### src/rtl/core/rk4cf_pkg.sv
// rk4cf_pkg: shared constants and types for the constant-force rk4 step
// no dependencies
package rk4cf_pkg;

  localparam int FRAC_BITS = 16;
  localparam int DT_BITS   = 16;
  localparam int DW        = 32;
  localparam int DVD_W     = DW + FRAC_BITS;
  localparam int DIV_LAT   = DVD_W + 1;
  localparam int TAIL_LAT  = 4;
  localparam int LAT       = DIV_LAT + TAIL_LAT;
  localparam int PROD_W    = DW + DT_BITS;
  localparam int SUM_W     = DW + 2;
  localparam int IN_W      = 336;
  localparam int OUT_W     = 200;

  localparam logic signed [SUM_W-1:0] S32_MAX = SUM_W'(64'sd2147483647);
  localparam logic signed [SUM_W-1:0] S32_MIN = -SUM_W'(64'sd2147483648);

  typedef struct packed {
    logic [2:0][DW-1:0]      pos;
    logic [2:0][DW-1:0]      vel;
    logic [DT_BITS-1:0]      dt;
    logic                    zm;
  } side_t;

endpackage

### src/rtl/core/rk4cf_tail.sv
// rk4cf_tail: one axis after the divide: accel clip, products, sums and clip
// depends on rk4cf_pkg
module rk4cf_tail import rk4cf_pkg::*; (
  input  logic                  clk,
  input  logic                  rst,
  input  logic                  ce,
  input  logic [DVD_W-1:0]      quo,
  input  logic                  fneg,
  input  logic [DW-1:0]         pos,
  input  logic [DW-1:0]         vel,
  input  logic [DT_BITS-1:0]    dt,
  input  logic                  zm,
  output logic [DW-1:0]         new_pos,
  output logic [DW-1:0]         new_vel,
  output logic                  sat
);

  // stage a
  logic [DW-1:0]      am_a, vm_a, pos_a, vel_a;
  logic               an_a, vn_a, asat_a, zm_a;
  logic [DT_BITS-1:0] dt_a;
  // stage b
  logic [PROD_W-1:0]  amdt_b, vdt_b;
  logic [DW-1:0]      pos_b, vel_b;
  logic               an_b, vn_b, asat_b, zm_b;
  logic [DT_BITS-1:0] dt_b;
  // stage c
  logic [DW-1:0]      dvm_c, p1m_c, p2m_c, pos_c, vel_c;
  logic               an_c, vn_c, asat_c, zm_c;

  logic [DVD_W-1:0]   lim;
  logic [PROD_W+DT_BITS-1:0] amdt2;
  logic signed [SUM_W-1:0] dvs, p1s, p2s, sumv, sumx;

  assign lim   = fneg ? DVD_W'(64'h8000_0000) : DVD_W'(64'h7fff_ffff);
  assign amdt2 = (PROD_W+DT_BITS)'(amdt_b) * (PROD_W+DT_BITS)'(dt_b);

  always_ff @(posedge clk) begin
    if (ce) begin
      zm_a  <= zm;
      an_a  <= fneg;
      vn_a  <= vel[DW-1];
      vm_a  <= vel[DW-1] ? DW'(-vel) : vel;
      pos_a <= pos;
      vel_a <= vel;
      dt_a  <= dt;
      if (zm) begin
        am_a   <= '0;
        asat_a <= 1'b0;
      end else if (quo > lim) begin
        am_a   <= lim[DW-1:0];
        asat_a <= 1'b1;
      end else begin
        am_a   <= quo[DW-1:0];
        asat_a <= 1'b0;
      end

      amdt_b <= PROD_W'(am_a) * PROD_W'(dt_a);
      vdt_b  <= PROD_W'(vm_a) * PROD_W'(dt_a);
      an_b   <= an_a;
      vn_b   <= vn_a;
      asat_b <= asat_a;
      zm_b   <= zm_a;
      pos_b  <= pos_a;
      vel_b  <= vel_a;
      dt_b   <= dt_a;

      dvm_c  <= amdt_b[PROD_W-1:DT_BITS];
      p1m_c  <= vdt_b[PROD_W-1:DT_BITS];
      p2m_c  <= DW'(amdt2 >> (2*DT_BITS + 1));
      an_c   <= an_b;
      vn_c   <= vn_b;
      asat_c <= asat_b;
      zm_c   <= zm_b;
      pos_c  <= pos_b;
      vel_c  <= vel_b;
    end
  end

  always_comb begin
    dvs  = an_c ? -$signed({2'b00, dvm_c}) : $signed({2'b00, dvm_c});
    p1s  = vn_c ? -$signed({2'b00, p1m_c}) : $signed({2'b00, p1m_c});
    p2s  = an_c ? -$signed({2'b00, p2m_c}) : $signed({2'b00, p2m_c});
    sumv = $signed({{2{vel_c[DW-1]}}, vel_c}) + dvs;
    sumx = $signed({{2{pos_c[DW-1]}}, pos_c}) + p1s + p2s;
  end

  always_ff @(posedge clk) begin
    if (ce) begin
      sat <= asat_c || sumv > S32_MAX || sumv < S32_MIN
             || sumx > S32_MAX || sumx < S32_MIN;
      if (sumv > S32_MAX)      new_vel <= S32_MAX[DW-1:0];
      else if (sumv < S32_MIN) new_vel <= S32_MIN[DW-1:0];
      else                     new_vel <= sumv[DW-1:0];
      if (sumx > S32_MAX)      new_pos <= S32_MAX[DW-1:0];
      else if (sumx < S32_MIN) new_pos <= S32_MIN[DW-1:0];
      else                     new_pos <= sumx[DW-1:0];
    end
  end

  a_zero_mass_accel: assert property (@(posedge clk) disable iff (rst)
    zm_a |-> (am_a == '0 && !asat_a))
    else $error("zero mass left nonzero acceleration");
  a_zero_mass_terms: assert property (@(posedge clk) disable iff (rst)
    zm_c |-> (dvm_c == '0 && p2m_c == '0 && !asat_c))
    else $error("zero mass left acceleration terms");
  a_stall_hold: assert property (@(posedge clk) disable iff (rst)
    !ce |=> ($stable(new_pos) && $stable(new_vel) && $stable(sat)))
    else $error("result changed during stall");

endmodule

### config.mk
export PLATFORM = sky130hd
export DESIGN_NAME = rk4cf_tail
export DESIGN_NICKNAME = d
export VERILOG_FILES = /design/src/rtl/core/rk4cf_pkg.sv /design/src/rtl/core/rk4cf_tail.sv
export SDC_FILE = /design/constraint.sdc
export NUM_CORES = 2
export LEC_CHECK = 0
export ABC_AREA = 1
export BUFFER_PORTS_ARGS = -buffer_cell sky130_fd_sc_hd__clkbuf_2
export CORE_ASPECT_RATIO = 1.1
export CORE_UTILIZATION = 45
export CTS_CLUSTER_DIAMETER = 150
export CTS_CLUSTER_SIZE = 40
export DETAILED_ROUTE_END_ITERATION = 8
export GPL_TIMING_DRIVEN = 0
export PLACE_DENSITY = 0.73
export SYNTH_ARGS = -nofsm -noshare
export SYNTH_HDL_FRONTEND = slang
export SYNTH_SLANG_ARGS = --single-unit
### constraint.sdc
create_clock -name clk -period 7.25 [get_ports clk]
set_clock_uncertainty 0.1 [all_clocks]
set_input_delay 1.45 -clock clk [delete_from_list [all_inputs] [get_ports clk]]
set_output_delay 1.45 -clock clk [all_outputs]
set_load 0.02 [all_outputs]
==> reports/results.ini <==
[status]
status=finished, final reports clean

[layout]
final_layout_size_suffix_gt1_share_pct=5.582
area_growth_pct=6.263
fin_nets=12730
fillers=18210

[die]
start_util_pct=45.27
die_x_um=417.0
pin_count=198
die-area_um2=191100
rows=167
die_h_um=458.4
core_area_um2=188300

[sta]
tns_ps=0
tightest_slew_ps=1265
hold_viol=0
setup_viol=0
worst_slack_ps=110.9
finalCritPeriodShare_pct=98.47
rsz0062_at_grt=true
period_minus_slack_ps=7139
maxSlewViolCount=0
slew_headroom_pct=15.67
timing.fmax_mhz=140.1

[global_routing]
grt_pass1_vias=69170
grt_max_degree=124
grt_overflow=0
antenna_found_initial=4
track_usage_pct=28.06
grt_pass1_wl_um=405000

[synthesis]
synthTopCellsByArea=fa_1, edfxtp_1, inv_1
async_flop_share_pct=0
syn_inst=10400
yosysSeqAreaShare_pct=18.78
synth-edff-count=533
synth_top_cell_by_area=fa_1
synth_area_um2=85230
synth_top_area_share_pct=35.49
yosys_warnings=0
synth_nets=12520
syn_avg_cell_area_um2=8.192
yosysUniqueCellTypes=57
synthFlopType=edfxtp_1
synth-seq-cells=533

[drt]
wl_um=265100
avgViaCountPerCell=5.108
route.detailed.drc=0
wl_met3_um=24140
detail_route.wl_per_cell_um=20.14
met2_length_um=123900
top_layer=met4
vias=67230
drt_iter0_drc=6142
drt_first_pass_iters=6
wirelength_met1_um=98030
ant_nets=0

[worst_setup_path]
crit_path_max_incr_delay_ps=570
worstSetupEndpointType=register
crit_slowest_cell=clkbuf_1
r2r-start=vm_a[27]$_DFFE_PP_
crit_chain=clkbuf_1, clkbuf_2, nand2_1, fa_1, inv_1, fa_1, inv_1, fa_1, inv_1, fa_1, fa_1, inv_1, fa_1, inv_1, ha_1, a21oi_1, o21ai_0, a21oi_1, o21ai_0, a21oi_1, nand3_1, nand2_1, nand2_1
cp_max_fo=10
cp_top_family=adder cells
crit_top_cell=fa_1
critical_path_arrival_ps=7400
worst-path-buf-inv=7
cp-startpoint=vm_a[27]$_DFFE_PP_
startpoint_type=register
cp.required_ps=7510
worstSetupPathType=reg -> reg

[cts]
cts-root-buf=clkbuf_16
cts_htree_levels=1
insertion_delay_ps=650
clk_path_buf_depth=3
cts_tree=built
cts_buffers=20
clkSlewWorstSetupHoldPaths_ps=140
cts_sinks=533

[worst_hold_path]
holdCritStartpoint=asat_b$_DFFE_PP_
hold_class=reg -> reg

[placement]
place_congestion=1.018
port_buffers=195
dp_hpwl_um=222900
place_ws_ps=-655.4

[job]
drv_cap=0

## timing repair
action	in CTS	in global routing
buffers inserted	0	17
hold buffers	0	0
hold endpoints to repair	0	0
gates resized for setup	65	337
pin swaps	0	0
cloned	0	0
setup endpoints to repair	91	72
## worst paths after layout
path / end / slack (ps) / cells after the start
worst max-delay path: vdt_b[43]$_DFFE_PP_ / 110 / 23
worst min-delay path: asat_c$_DFFE_PP_ / 300 / 0
worst max register to register: vdt_b[43]$_DFFE_PP_ / 110 / 23
worst min register to register: asat_c$_DFFE_PP_ / 300 / 0
## per-layer routing
layer | vias up | GRT usage, %
li1 | 30660 | -
met4 | 0 | 16.70
met1 | 32660 | 34.50
met5 | - | 0
met2 | 3219 | 46.56
met3 | 701 | 4.461
## synthesized netlist by cell type, types with 7 or more instances
library cell,count
buf_1,46
nand2_1,2784
fa_1,1511
o21a_1,17
o21ai_1,11
nand3_2,15
nand2_2,53
or2_2,7
edfxtp_1,533
o211ai_1,7
and3_1,9
nand3_1,166
a21o_1,24
a31oi_1,33
buf_6,7
o21bai_1,33
nor3_1,48
o21ai_0,180
nor2_2,15
nand4_1,47
a21oi_1,328
nand3b_1,7
inv_1,2832
nor2_1,488
ha_1,471
xor2_1,186
nor4_1,20
xnor2_1,73
clkbuf_1,387
## registers in the layout (all words and copies together) (netlist names), 16 cells and up
register	cells
vel_b	32
dt_a	16
new_pos	32
pos_b	32
vm_a	32
p1m_c	32
vdt_b	32
p2m_c	31
am_a	32
pos_a	32
vel_c	32
pos_c	32
amdt_b	48
dt_b	16
dvm_c	32
vel_a	31
new_vel	32
## cells by family after synthesis
logic type,Yosys count,synth area share (%)
adder cells (fa/ha/maj),1982,42.40
XOR/XNOR,259,2.661
flip-flops,533,18.78
AND/OR/NAND/NOR,3677,17.23
buffers and inverters,3289,14.61
AO/OA/AOI/OAI,664,4.310
## cell usage in the layout, fill, tap and decap left out, types with 15 or more instances in the layout
| cell | netlist | final |
|---|---|---|
| inv_1 | 2832 | 2832 |
| nand2_1 | 2784 | 2784 |
| fa_1 | 1511 | 1511 |
| edfxtp_1 | 533 | 533 |
| nor2_1 | 488 | 488 |
| ha_1 | 471 | 471 |
| clkbuf_2 | 1 | 374 |
| a21oi_1 | 328 | 328 |
| clkbuf_1 | 387 | 187 |
| xor2_1 | 186 | 186 |
| o21ai_0 | 180 | 179 |
| nand3_1 | 166 | 166 |
| xnor2_1 | 73 | 73 |
| nand2_2 | 53 | 53 |
| nor3_1 | 48 | 48 |
| nand4_1 | 47 | 47 |
| a31oi_1 | 33 | 33 |
| o21bai_1 | 33 | 33 |
| a21o_1 | 24 | 24 |
| clkbuf_16 | 0 | 20 |
| nor4_1 | 20 | 19 |
| buf_4 | 2 | 19 |
| o21a_1 | 17 | 17 |
| clkbuf_4 | 0 | 16 |
| nor2_2 | 15 | 15 |
| nand3_2 | 15 | 15 |
## final cells by class
| cell class | instances | area (um2) | area share, % |
|---|---|---|---|
| antenna | 4 | 10.01 | 0.01105 |
| buffer | 424 | 2014 | 2.224 |
| clock buffer | 20 | 500.5 | 0.5526 |
| clock inverter | 9 | 166.4 | 0.1837 |
| inverter | 2839 | 10660 | 11.77 |
| multi-input combinational | 6582 | 56780 | 62.69 |
| sequential | 533 | 16010 | 17.67 |
| tap | 2535 | 3172 | 3.502 |
| timing repair buffer | 217 | 1262 | 1.394 |
## stage by stage
stage / hold slack (ps) / cell area (um2) / utilization [%] / std cells
3_5_place_dp: 304.5 / 89530 / 47.55 / 13140
5_1_grt: 311.5 / 90560 / 48.10 / 13160
3_3_place_gp: 300.4 / 89380 / 47.48 / 13130
2_1_floorplan: 300.3 / 85230 / - / 10400
6_report: 298.0 / 90570 / 48.11 / 13160
4_1_cts: 307.7 / 90300 / 47.97 / 13170
Power is left out: the tool's default activity adds up to more than one toggle a clock period on the data nets, which glitch-free logic cannot reach.
